$ cat config.mk
export PLATFORM = sky130hd
export DESIGN_NAME = io_ready_set_priority_picker
export DESIGN_NICKNAME = d
export VERILOG_FILES = /design/src/rtl/core/iorp_pkg.sv /design/src/rtl/core/iorp_cell.sv /design/src/rtl/core/io_ready_set_priority_picker.sv
export SDC_FILE = /design/constraint.sdc
export NUM_CORES = 1
export LEC_CHECK = 0
export ABC_AREA = 0
export BUFFER_PORTS_ARGS = -buffer_cell sky130_fd_sc_hd__buf_2
export CORE_ASPECT_RATIO = 0.75
export CORE_MARGIN = 2
export CORE_UTILIZATION = 46
export CTS_CLUSTER_SIZE = 10
export DETAILED_ROUTE_END_ITERATION = 12
export SLEW_MARGIN = 25
export SYNTH_ARGS = -nofsm -noshare
export SYNTH_HDL_FRONTEND = slang
export SYNTH_HIERARCHICAL = 1
export SYNTH_SLANG_ARGS = --single-unit
$ cat constraint.sdc
create_clock -name clock -period 7.02 [get_ports clock]
set_input_delay 1.404 -clock clock [delete_from_list [all_inputs] [get_ports clock]]
set_output_delay 1.404 -clock clock [all_outputs]
set_load 0.05 [all_outputs]
$ cat src/rtl/core/iorp_pkg.sv
// Shared types and constants of the ready-set priority picker.
`default_nettype none
package iorp_pkg;

   localparam int NET_QUEUES    = 8;
   localparam int BLOCK_DEVICES = 4;
   localparam int BLOCK_TOKENS  = 32;

   localparam int INDEX_W   = 6;
   localparam int BLOCK_W   = 4;
   localparam int CELL_BITS = (NET_QUEUES > BLOCK_TOKENS) ? NET_QUEUES : BLOCK_TOKENS;
   localparam int NUM_CELLS = BLOCK_DEVICES + 1;
   localparam int CELL_ID_W = $clog2(NUM_CELLS);

   typedef enum logic [2:0] {
      REQ_NET_SET   = 3'd0,
      REQ_NET_CLR   = 3'd1,
      REQ_BLK_SET   = 3'd2,
      REQ_BLK_CLR   = 3'd3,
      REQ_WAIT      = 3'd4,
      REQ_TICK      = 3'd5,
      REQ_NET_QUERY = 3'd6
   } req_kind_type;

   typedef enum logic [1:0] {
      KIND_NONE  = 2'd0,
      KIND_NET   = 2'd1,
      KIND_BLOCK = 2'd2,
      KIND_QUERY = 2'd3
   } rsp_kind_type;

   typedef enum logic {
      ST_IDLE = 1'b0,
      ST_EVAL = 1'b1
   } state_type;

   // Bit update or probe sent to every cell of the chain
   typedef struct packed {
      logic                 set;
      logic                 clr;
      logic [CELL_ID_W-1:0] cell_num;
      logic [INDEX_W-1:0]   bit_index;
   } cell_cmd_type;

   // Lowest ready bit seen from a cell toward the end of the chain
   typedef struct packed {
      logic                 found;
      logic [CELL_ID_W-1:0] cell_num;
      logic [INDEX_W-1:0]   bit_index;
   } pick_type;

endpackage
`default_nettype wire

$ cat src/rtl/core/iorp_cell.sv
// One bitmap cell of the priority chain: holds a ready word and merges its pick.
`default_nettype none
module iorp_cell (
   input  wire logic                           clock,
   input  wire logic                           reset,
   input  wire logic [iorp_pkg::CELL_ID_W-1:0] cell_id,
   input  wire iorp_pkg::cell_cmd_type         cmd,
   input  wire iorp_pkg::pick_type             pick_in,
   output iorp_pkg::pick_type                  pick_out,
   output logic                                probe_bit
);

   logic [iorp_pkg::CELL_BITS-1:0] bits_ff;
   logic [iorp_pkg::CELL_BITS-1:0] bits_in;
   logic [iorp_pkg::CELL_BITS-1:0] hit;
   logic [iorp_pkg::INDEX_W-1:0]   low;
   logic                           mine;

   always_comb begin
      for (int j = 0; j < iorp_pkg::CELL_BITS; j++) begin
         hit[j] = (cmd.bit_index == iorp_pkg::INDEX_W'(j));
      end
   end

   assign mine      = (cmd.cell_num == cell_id);
   assign probe_bit = |(bits_ff & hit);

   always_comb begin
      bits_in = bits_ff;
      if (mine && cmd.set) begin
         bits_in = bits_ff | hit;
      end else if (mine && cmd.clr) begin
         bits_in = bits_ff & ~hit;
      end
   end

   always_ff @(posedge clock) begin
      if (reset) begin
         bits_ff <= '0;
      end else begin
         bits_ff <= bits_in;
      end
   end

   // Lowest set bit of this word
   always_comb begin
      low = '0;
      for (int j = iorp_pkg::CELL_BITS - 1; j >= 0; j--) begin
         if (bits_ff[j]) begin
            low = iorp_pkg::INDEX_W'(j);
         end
      end
   end

   // Own word wins over everything further down the chain
   always_comb begin
      if (|bits_ff) begin
         pick_out.found     = 1'b1;
         pick_out.cell_num  = cell_id;
         pick_out.bit_index = low;
      end else begin
         pick_out = pick_in;
      end
   end

endmodule
`default_nettype wire

$ cat src/rtl/core/io_ready_set_priority_picker.sv
// Top level of the ready-set priority picker: request decode, wait timer and result register.
//
// Usage: requests enter on the req_ stream; each one sets, clears or queries a ready
// bit, starts a wait or delivers a tick. A result, if the request causes one, leaves
// on the rsp_ stream. Bitmaps live in a chain of cells: cell 0 holds the network
// queues, cell k+1 block device k. Each cell offers its lowest ready bit and passes
// it on when it has none, so the head of the chain gives the fixed-priority pick.
// Steps: a request is taken in ST_IDLE, which also updates the target cell, and
// ST_EVAL then reads the chain head and loads the result register; no new request
// is taken until ST_EVAL ends. The chain read is the only step after the update,
// for any request mix.
// While a result waits in the output register the next request is still taken; the
// evaluation cycle then holds until rsp_tready frees the register.
// Reset clears all bitmaps, ends any pending wait and drops a waiting result.
`default_nettype none
module io_ready_set_priority_picker (
   input  wire logic        clock,
   input  wire logic        reset,
   input  wire logic        req_tvalid,
   output logic             req_tready,
   // [2:0] req_type, [8:3] net_index, [12:9] block_index, [18:13] token_index,
   // [50:19] wait_ticks, [55:51] zero
   input  wire logic [55:0] req_tdata,
   output logic             rsp_tvalid,
   input  wire logic        rsp_tready,
   // [1:0] result_kind, [7:2] picked_net, [11:8] picked_block, [17:12] picked_token,
   // [18] net_is_ready, [23:19] zero
   output logic [23:0]      rsp_tdata
);

   localparam int IW = iorp_pkg::INDEX_W;
   localparam int BW = iorp_pkg::BLOCK_W;
   localparam int CW = iorp_pkg::CELL_ID_W;

   iorp_pkg::state_type    state_ff, state_in;
   logic [2:0]             type_ff;
   logic [IW-1:0]          net_ff;
   logic [31:0]            wait_ff;
   logic                   ok_ff, ok_in;
   logic                   waiting_ff, waiting_in;
   logic [31:0]            ticks_ff, ticks_in;
   logic                   rsp_valid_ff, rsp_valid_in;
   iorp_pkg::rsp_kind_type kind_ff, kind_in;
   logic [IW-1:0]          pnet_ff, pnet_in;
   logic [BW-1:0]          pblk_ff, pblk_in;
   logic [IW-1:0]          ptok_ff, ptok_in;
   logic                   prdy_ff, prdy_in;

   logic [2:0]             req_type;
   logic [IW-1:0]          req_net;
   logic [BW-1:0]          req_block;
   logic [IW-1:0]          req_token;
   logic                   accept;
   logic                   net_ok;
   logic                   blk_ok;
   logic                   out_free;
   logic [31:0]            ticks_dec;

   iorp_pkg::cell_cmd_type cmd;
   iorp_pkg::pick_type     chain [iorp_pkg::NUM_CELLS+1];
   logic [iorp_pkg::NUM_CELLS-1:0] probe;

   assign req_type  = req_tdata[2:0];
   assign req_net   = req_tdata[8:3];
   assign req_block = req_tdata[12:9];
   assign req_token = req_tdata[18:13];

   assign req_tready = (state_ff == iorp_pkg::ST_IDLE);
   assign accept     = req_tvalid && req_tready;

   assign net_ok = req_net < IW'(iorp_pkg::NET_QUEUES);
   assign blk_ok = ({1'b0, req_block} < (BW+1)'(iorp_pkg::BLOCK_DEVICES))
                   && (req_token < IW'(iorp_pkg::BLOCK_TOKENS));

   // Drive the cell update on acceptance; probe with the held index afterwards
   always_comb begin
      cmd = '0;
      ok_in = ok_ff;
      if (state_ff == iorp_pkg::ST_IDLE) begin
         case (iorp_pkg::req_kind_type'(req_type))
            iorp_pkg::REQ_NET_SET, iorp_pkg::REQ_NET_CLR, iorp_pkg::REQ_NET_QUERY: begin
               ok_in         = net_ok;
               cmd.cell_num  = '0;
               cmd.bit_index = req_net;
            end
            iorp_pkg::REQ_BLK_SET, iorp_pkg::REQ_BLK_CLR: begin
               ok_in         = blk_ok;
               cmd.cell_num  = CW'(req_block) + CW'(1);
               cmd.bit_index = req_token;
            end
            default: begin
               ok_in = 1'b0;
            end
         endcase
         cmd.set = accept && ok_in && ((req_type == iorp_pkg::REQ_NET_SET)
                                       || (req_type == iorp_pkg::REQ_BLK_SET));
         cmd.clr = accept && ok_in && ((req_type == iorp_pkg::REQ_NET_CLR)
                                       || (req_type == iorp_pkg::REQ_BLK_CLR));
         if (!accept) begin
            ok_in = ok_ff;
         end
      end else begin
         cmd.cell_num  = '0;
         cmd.bit_index = net_ff;
      end
   end

   assign chain[iorp_pkg::NUM_CELLS] = '0;

   for (genvar k = 0; k < iorp_pkg::NUM_CELLS; k++) begin : g_cell
      iorp_cell u_cell (
         .clock     (clock),
         .reset     (reset),
         .cell_id   (CW'(k)),
         .cmd       (cmd),
         .pick_in   (chain[k+1]),
         .pick_out  (chain[k]),
         .probe_bit (probe[k])
      );
   end

   assign out_free  = !rsp_valid_ff || rsp_tready;
   assign ticks_dec = (ticks_ff != 32'd0) ? (ticks_ff - 32'd1) : 32'd0;

   always_comb begin
      state_in     = state_ff;
      waiting_in   = waiting_ff;
      ticks_in     = ticks_ff;
      rsp_valid_in = rsp_valid_ff && !rsp_tready;
      kind_in      = kind_ff;
      pnet_in      = pnet_ff;
      pblk_in      = pblk_ff;
      ptok_in      = ptok_ff;
      prdy_in      = prdy_ff;

      if (state_ff == iorp_pkg::ST_IDLE) begin
         if (accept) begin
            state_in = iorp_pkg::ST_EVAL;
         end
      end else if (out_free) begin
         state_in = iorp_pkg::ST_IDLE;
         kind_in  = iorp_pkg::KIND_NONE;
         pnet_in  = '0;
         pblk_in  = '0;
         ptok_in  = '0;
         prdy_in  = 1'b0;
         case (iorp_pkg::req_kind_type'(type_ff))
            iorp_pkg::REQ_NET_SET, iorp_pkg::REQ_BLK_SET, iorp_pkg::REQ_WAIT: begin
               if (chain[0].found && (ok_ff || (type_ff == iorp_pkg::REQ_WAIT))
                   && (waiting_ff || (type_ff == iorp_pkg::REQ_WAIT))) begin
                  rsp_valid_in = 1'b1;
                  waiting_in   = 1'b0;
                  ticks_in     = '0;
                  if (chain[0].cell_num == '0) begin
                     kind_in = iorp_pkg::KIND_NET;
                     pnet_in = chain[0].bit_index;
                  end else begin
                     kind_in = iorp_pkg::KIND_BLOCK;
                     pblk_in = BW'(chain[0].cell_num - CW'(1));
                     ptok_in = chain[0].bit_index;
                  end
               end else if (type_ff == iorp_pkg::REQ_WAIT) begin
                  if (wait_ff == 32'd0) begin
                     rsp_valid_in = 1'b1;
                     waiting_in   = 1'b0;
                     ticks_in     = '0;
                  end else begin
                     waiting_in = 1'b1;
                     ticks_in   = wait_ff;
                  end
               end
            end
            iorp_pkg::REQ_TICK: begin
               if (waiting_ff) begin
                  ticks_in = ticks_dec;
                  if (ticks_dec == 32'd0) begin
                     rsp_valid_in = 1'b1;
                     waiting_in   = 1'b0;
                  end
               end
            end
            iorp_pkg::REQ_NET_QUERY: begin
               rsp_valid_in = 1'b1;
               kind_in      = iorp_pkg::KIND_QUERY;
               prdy_in      = ok_ff && probe[0];
            end
            default: begin
            end
         endcase
      end
   end

   always_ff @(posedge clock) begin
      if (reset) begin
         state_ff     <= iorp_pkg::ST_IDLE;
         waiting_ff   <= 1'b0;
         ticks_ff     <= '0;
         rsp_valid_ff <= 1'b0;
      end else begin
         state_ff     <= state_in;
         waiting_ff   <= waiting_in;
         ticks_ff     <= ticks_in;
         rsp_valid_ff <= rsp_valid_in;
      end
   end

   // Hold the request fields for the evaluation cycle
   always_ff @(posedge clock) begin
      ok_ff   <= ok_in;
      kind_ff <= kind_in;
      pnet_ff <= pnet_in;
      pblk_ff <= pblk_in;
      ptok_ff <= ptok_in;
      prdy_ff <= prdy_in;
      if (accept) begin
         type_ff <= req_type;
         net_ff  <= req_net;
         wait_ff <= req_tdata[50:19];
      end
   end

   assign rsp_tvalid = rsp_valid_ff;
   assign rsp_tdata  = {5'b0, prdy_ff, ptok_ff, pblk_ff, pnet_ff, kind_ff};

`ifndef NO_ASSERTIONS
   a_wait_has_ticks: assert property (@(posedge clock) disable iff (reset)
      waiting_ff |-> (ticks_ff != 32'd0))
      else $error("pending wait with no ticks left");

   a_accept_to_eval: assert property (@(posedge clock) disable iff (reset)
      accept |=> (state_ff == iorp_pkg::ST_EVAL))
      else $error("accepted transaction not evaluated");

   a_wait_nothing_ready: assert property (@(posedge clock) disable iff (reset)
      ((state_ff == iorp_pkg::ST_IDLE) && waiting_ff) |-> !chain[0].found)
      else $error("wait pending while a ready bit is set");
`endif

endmodule
`default_nettype wire

### After elaboration in Yosys (flattened, before gate mapping)

Index checks and enable logic that the tools add are counted.

* $add $sub $neg: 3
* multiply operators: 0
* divide/modulo/power cells: 0
* order comparisons: 3
* eq/ne operators: 45
* shifts and indexed selects: 0
* mux-type cells: 206
* bitwise logic cells: 15
* reductions and logical operators: 55

Operators with widths (count)
* $mux 5: 160
* $mux 32: 15
* $and 32x32->32: 6
* $reduce_or 32->1: 6
* $or 32x32->32: 5
* $eq 6x5->1 const B: 16
* $logic_not 32->1: 2
* $pmux 32 s2: 1
* $mux 10: 5
* $eq 6x4->1 const B: 8
* $not 32->32: 1
* $reduce_bool 32->1: 1
* $sub 32x1->32 const B: 1
* $eq 6x3->1 const B: 4
* $logic_and 1x1->1: 19
* $pmux 9 s2: 1
* $mux 1: 16
* $eq 3x2->1 const B: 5
* $eq 3x3->1 const B: 5
* $eq 6x2->1 const B: 2
* $logic_not 3->1: 4
* $reduce_bool 2->1: 6
* $mux 9: 1
* $reduce_or 3->1: 3
* other kinds (22): 34

* register bits after elaboration: 256
* latch bits: 0
* bits in writable memories: 0
* ROM bits: 0
* output and inout port bits: 26
* word-level logic and storage cells: 345
* memories: 0

### Longest topological paths before layout

Gate-level depths: netlist of run 1.

* depth in word-level cells: 43
* mapped depth: 18
* gate-level depth less buffers: 16

### Modules after synthesis

Netlist of run 1, hierarchy kept.

Modules (own cells, without submodules)
* iorp_cell: times used 5, cells each 300, area an instance 2219.6 µm², sequential area each 640.6 µm²
* io_ready_set_priority_picker: times used 1, cells each 488, area an instance 4854.7 µm², sequential area each 2532.4 µm²

### Least setup slack after synthesis of run 1

Ideal clock, no wire load.

* kind: input-to-reg
* from: in req_tdata[2]
* to: reg prdy_ff, data pin
* arrival: 3841 ps
* slack: 2911 ps
* stages on the path: 11
* buffers on the path: 1
* cell sequence: nor3b_1 > a222oi_1 > inv_1 > buf_4 > nor3b_1 > a31oi_1 > o31ai_1 > a211o_1 > a211o_1 > nand2_1 > nor3_1

RTL lines
* start, declared: line io_ready_set_priority_picker.sv:23 `input wire logic [55:0] req_tdata,`
* end signal, assigned: line io_ready_set_priority_picker.sv:214 `prdy_ff <= prdy_in;`
* end, declared: line io_ready_set_priority_picker.sv:47 `logic prdy_ff, prdy_in;`

==> qor.txt, run 1 <==
Layout area overhead = 10.8%
Mapped Area = 0.0148 mm^2
WL/cell = 19.2 um
Worst path depth = 14
Worst r2r dst = ticks_ff[23]
CTS tree = built
Critical Path Sink Type = flip-flop
Worst reg2reg path depth = 14
Seq pwr share = 44.5%
Clk Latency, worst-skew pair = 0.57 ns
Row cnt = 56
Antenna cells = 0
Layout cell share with drive strength beyond 1 = 13.4%
Max incr delay on CP = 0.58 ns
I/O Buffers = 75
Cells after synthesis = 1808
Die X = 211 um
H-Tree Depth = 1
Layout Skew = 0.0101 ns
DRT Pass-1 Iters = 7
Cts repair resizes = 0
Cell Int Power = 2.55 mW
Die Y = 159 um
Hold crit path type = flip-flop to flip-flop
Crit Path Category = flip-flop to flip-flop
Max transition margin = 34.1%
Routability Congestion = 0.917
Max-Cap Viols = 0
Syn avg cell area = 8.18 um^2
Top cell by count, worst path = or3_1
Switching part of the total = 27.2%
Dpl hpwl = 30700 um
Initial Util = 47.0%
Die area = 0.0336 mm^2
Detailed-route vias per instance = 6.00
CTS Root Cell = clkbuf_16
Type of origin of the critical path = flip-flop
WP data required = 7.49 ns
Actual slew at the worst max-slew pin = 0.989 ns
Crit path max-delay family = simple AND/OR/NAND/NOR gates
Crit path max fanout = 29
Crit-path cells = nor4_1, nand3_1, or2b_1, or3_1, or3_1, or3_1, or3_1, or3_1, o21ai_0, nand2_1, nor2_4, buf_4, a21oi_1, a211oi_1
Clock power share = 42.3%
Hold-fix buffer count after cts = 0
NumNets Final = 1942
Buf/Inv on CP = 1
Clock Tree Buf Depth = 3
Worst setup endpoint = ticks_ff[23]
Final TNS setup = 0 ns
Total GRT Usage = 26.1%
# setup viols final = 0
Status = completed
Unrepaired setup endpoints after global routing = false
Switching Power = 953 uW
Period utilization = 69.1%
Arrival time at the worst endpoint = 5.32 ns
Clk sink count = 256
Initial DRC count = 1203
Total power draw = 3.50 mW
Comb pwr share = 13.3%
Post-CTS Setup Bufs = 0
P_leak = 5.85 nW
Hold depth = 2
Clk pin slew, worst setup/hold paths = 0.06 ns
Final min period = 4.85 ns
CORE AREA = 0.0315 mm^2
I/O pin count = 86
DRC viols = 0
Num CTS Buffers = 30
Fill cells = 2950
Fmax = 206 MHz
Vias = 13800
Hold Vio Cnt, Final = 0
Gr ovfl total = 0
Critical Path Slowest Stage Cell = nor2_4
Initial antenna violation count = 0
Fin. max-slew vios = 0
Maximum VDD drop = 0.000232 V
Largest net degree at the start of global routing = 125
Reg2Reg Setup Slack = 2.17 ns
First-pass GRT wire length = 71600 um
WL final = 44300 um
Synth warn = 6
Vias in the first global route = 13000
PD cells = 214 mW/mm^2
Routed Antenna Nets = 0
area by class of cell:
type | instances | area, um^2 | share of cell area (%)
clock buffers | 47 | 866 | 5.28
clock inverters | 1 | 30.0 | 0.183
inverters | 49 | 184 | 1.12
multi-input cells | 1453 | 8570 | 52.3
flip-flops and latches | 256 | 5740 | 35.0
well taps | 406 | 508 | 3.10
repair buffers | 88 | 499 | 3.05
metrics by stage:
stage	worst slack, ns	hold WS (ns)	instances	utilization (%)	cell area [um^2]
5_1_grt	1.93	0.527	2300	52.1	16400
3_5_place_dp	2.03	0.490	2252	49.2	15500
3_3_place_gp	1.82	0.478	2251	49.1	15500
2_1_floorplan	2.91	0.458	1851	-	15000
6_report	2.17	0.499	2300	52.1	16400
4_1_cts	2.18	0.498	2300	52.1	16400
worst min-delay path by stage:
stage / start / to / slack, ns
floorplan: flip-flop / flip-flop / 0.46
global placement: flip-flop / flip-flop / 0.48
detailed placement: flip-flop / flip-flop / 0.49
CTS: flip-flop / flip-flop / 0.50
global route: flip-flop / flip-flop / 0.53
finish: flip-flop / flip-flop / 0.50
power groups by stage:
stage / Clock [mW] / Combinational, mW / Sequential, mW
CTS: 1.51 / 0.458 / 1.56
floorplan: 0 / 0.352 / 1.59
global route: 1.57 / 0.511 / 1.56
detailed placement: 0 / 0.456 / 1.59
finish: 1.48 / 0.465 / 1.56
global placement: 0 / 0.450 / 1.59
cells in the final DEF (no fill, tap or decap), drive strengths merged, types with 7 or more instances in the layout:
master and instances:
nand3b 8, edfxtp 61, and2 31, o221ai 7
a31oi 10, a211oi 17, a221oi 7, nand2 270
conb 45, nor3b 10, or3 11, nor2b 18
xor2 21, clkbuf 47, nor2 164, o21ai 214
a21oi 219, a22oi 18, buf 88, inv 47
nor3 87, nor4b 12, mux2 21, dfxtp 195
nand3 36, or4 7, o31ai 18, a22o 10
o311ai 11, nor4 63, nand2b 20
per-layer routing:
layer  global-route usage, %  part of all wire (%)  up-vias  wire, um
li1                        -                     -     6680         -
met1                    39.9                    49     6571     21600
met2                    38.7                    43      494     18900
met3                    4.10                   7.0       52      3110
met4                    5.54                   1.6        0       721
met5                       0                     0        -         0
worst min-delay path, stage by stage, from the launching register on:
cell     delay, ns
dfxtp_1       0.32
o21ai_0       0.07
a21oi_1       0.06
Note: power is estimated with default switching activity, not from simulation.
==> run 2: changes to the inputs <==
clock period = 4.6 ns   (was 7.02 ns; I/O delays follow)
==> run 2 against run 1 <==
Utilization increased by 0.33 points. Clock skew rose by 0.0023 ns. Via count up 0.24%. Total power increased by 51%. Flip-flop and latch count unchanged. Worst setup slack got worse by 1.9 ns. Final area increased by 0.63%. Die area unchanged. Wire length decreased by 0.38%. Critical endpoint is now ticks_ff[18]. Largest cell class unchanged. Largest power group unchanged.
==> qor.txt, run 2 (synthesized netlist as in run 1, its figures left out) <==
Arrival time at the worst endpoint = 4.71 ns (-0.61 ns)
Seq pwr share = 45.0% (+0.5 points)
Layout Skew = 0.0125 ns (+0.00234 ns)
Die area = 0.0336 mm^2 (unchanged)
Clock power share = 41.3% (-1.0 points)
I/O Buffers = 75 (unchanged)
Unrepaired setup endpoints after global routing = false
Hold Vio Cnt, Final = 0 (unchanged)
Initial DRC count = 1304 (+8.4%)
Vias in the first global route = 12800 (-1.6%)
Period utilization = 93.4% (+24 points)
Hold crit path type = flip-flop to flip-flop
Seq. cell area = 0.00574 mm^2 (unchanged)
Num CTS Buffers = 30 (unchanged)
Layout area overhead = 11.5%
CTS tree = built
Crit Path Category = flip-flop to flip-flop
CORE AREA = 0.0315 mm^2 (unchanged)
Clock Tree Buf Depth = 3 (unchanged)
Reg2Reg Setup Slack = 0.30 ns (-1.87 ns)
Area of the multi-input gates = 0.00856 mm^2 (-0.15%)
Commonest non-fill, non-tap cell in the layout = nand2_1
H-Tree Depth = 1 (unchanged)
Final TNS setup = 0 ns (unchanged)
Die Y = 159 um (unchanged)
Clk Latency, worst-skew pair = 0.57 ns (about the same)
Routed Antenna Nets = 0 (unchanged)
Detailed-route vias per instance = 5.97 (-0.54%)
Worst r2r dst = ticks_ff[18]
Worst reg2reg path depth = 15 (+1)
Fill cells = 2950 (unchanged)
Hold depth = 2 (unchanged)
Max transition margin = 35.5% (+1.4 points)
Die X = 211 um (unchanged)
Routability Congestion = 0.930 (+1.5%)
Crit path max fanout = 25 (-14%)
PD cells = 320 mW/mm^2 (+50%)
Type of origin of the critical path = flip-flop
Fin. max-slew vios = 0 (unchanged)
Row cnt = 56 (unchanged)
Status = completed
P_leak = 5.93 nW (+1.4%)
Layout cell share with drive strength beyond 1 = 14.2% (+0.87 points)
Clk sink count = 256 (unchanged)
DRT Pass-1 Iters = 5 (-2)
Hold-fix buffer count after cts = 0 (unchanged)
Maximum VDD drop = 0.000210 V (-9.7%)
WP data required = 5.02 ns (-2.47 ns)
Setup ws final = 0.304 ns (-1.87 ns)
First-pass GRT wire length = 70700 um (-1.3%)
Initial antenna violation count = 0 (unchanged)
Fin util = 52.4% (+0.33 points)
Total power draw = 5.28 mW (+51%)
DRC viols = 0 (unchanged)
Vias = 13800 (+0.24%)
Largest net degree at the start of global routing = 88 (-30%)
NumNets Final = 1959 (+0.88%)
Switching Power = 1.44 mW (+51%)
Clk pin slew, worst setup/hold paths = 0.05 ns (about the same)
Comb pwr share = 13.7% (+0.4 points)
Max-Cap Viols = 0 (unchanged)
I/O pin count = 86 (unchanged)
Initial Util = 47.0% (unchanged)
CTS Root Cell = clkbuf_16
Critical Path Sink Type = flip-flop
# setup viols final = 0 (unchanged)
Cell Int Power = 3.85 mW (+51%)
WL/cell = 19.0 um (-1.2%)
Fmax = 233 MHz (+13%)
Switching part of the total = 27.2% (-0.047 points)
Antenna cells = 0 (unchanged)
Actual slew at the worst max-slew pin = 0.966 ns (-0.0231 ns)
Post-place setup slack = 0.175 ns (-1.86 ns)
Final min period = 4.30 ns (-0.552 ns)
Leading cell types in the layout, fill and taps excluded = 270 x nand2_1, 219 x a21oi_1, 204 x o21ai_0
Total GRT Usage = 25.9% (-0.22 points)
Gr ovfl total = 0 (unchanged)
Dpl hpwl = 31200 um (+1.6%)
WL final = 44100 um (-0.38%)
## run 2: worst max-delay path by stage
stage / slack (ns) / start / endpoint
finish: 0.30 / flip-flop / ticks_ff[18]
global route: 0.06 / flip-flop / ticks_ff[19]
CTS: 0.17 / flip-flop / ticks_ff[22]
detailed placement: 0.17 / flip-flop / ticks_ff[22]
global placement: 0.27 / flip-flop / ticks_ff[20]
floorplan: 0.54 / flip-flop / waiting_ff
## run 2: layout make-up
cell class	instances	share of cell area (%)
multi-input cells	1453	51.9
flip-flops and latches	256	34.8
well taps	406	3.08
repair buffers	105	3.83
clock buffers	47	5.25
inverters	49	1.14
clock inverters	2	0.0607
## run 2: timing repair
action                     4_1_cts  5_1_grt
setup buffers                    0        0
gates resized for setup          0        3
setup endpoints to repair        0       20
## run 2: power groups by stage
stage	combinational (mW)	clock, mW	sequential (mW)
floorplan	0.538	0	2.42
global placement	0.704	0	2.42
detailed placement	0.708	0	2.42
CTS	0.712	2.24	2.37
global route	0.789	2.33	2.38
finish	0.723	2.18	2.38
## run 2: per-layer routing
metal  track usage [%]  vias to the layer above  share of wire (%)
met3              4.14                       60                7.2
met1              39.8                     6557                 49
met5                 0                        -                  0
li1                  -                     6705                  -
met2              37.7                      508                 42
met4              6.05                        0                2.1
## run 2: per-stage QoR
stage	area [um^2]	hold WS [ns]	instances
floorplan	15000	0.458	1851
global placement	15600	0.477	2269
detailed placement	15600	0.485	2269
CTS	16500	0.490	2318
global route	16500	0.510	2318
finish	16500	0.495	2318
## run 2: critical path: stages (launching register included)
cell,delay (ns)
dfxtp_1,0.32
or4_4,0.57
nor2_4,0.13
nand3_4,0.11
or3_1,0.40
or3_1,0.37
or3_1,0.47
or3_1,0.39
or3_1,0.39
o21ai_2,0.12
o31ai_1,0.12
nand2_1,0.16
nor2_4,0.14
buf_4,0.21
a22oi_1,0.18
nor2_1,0.05
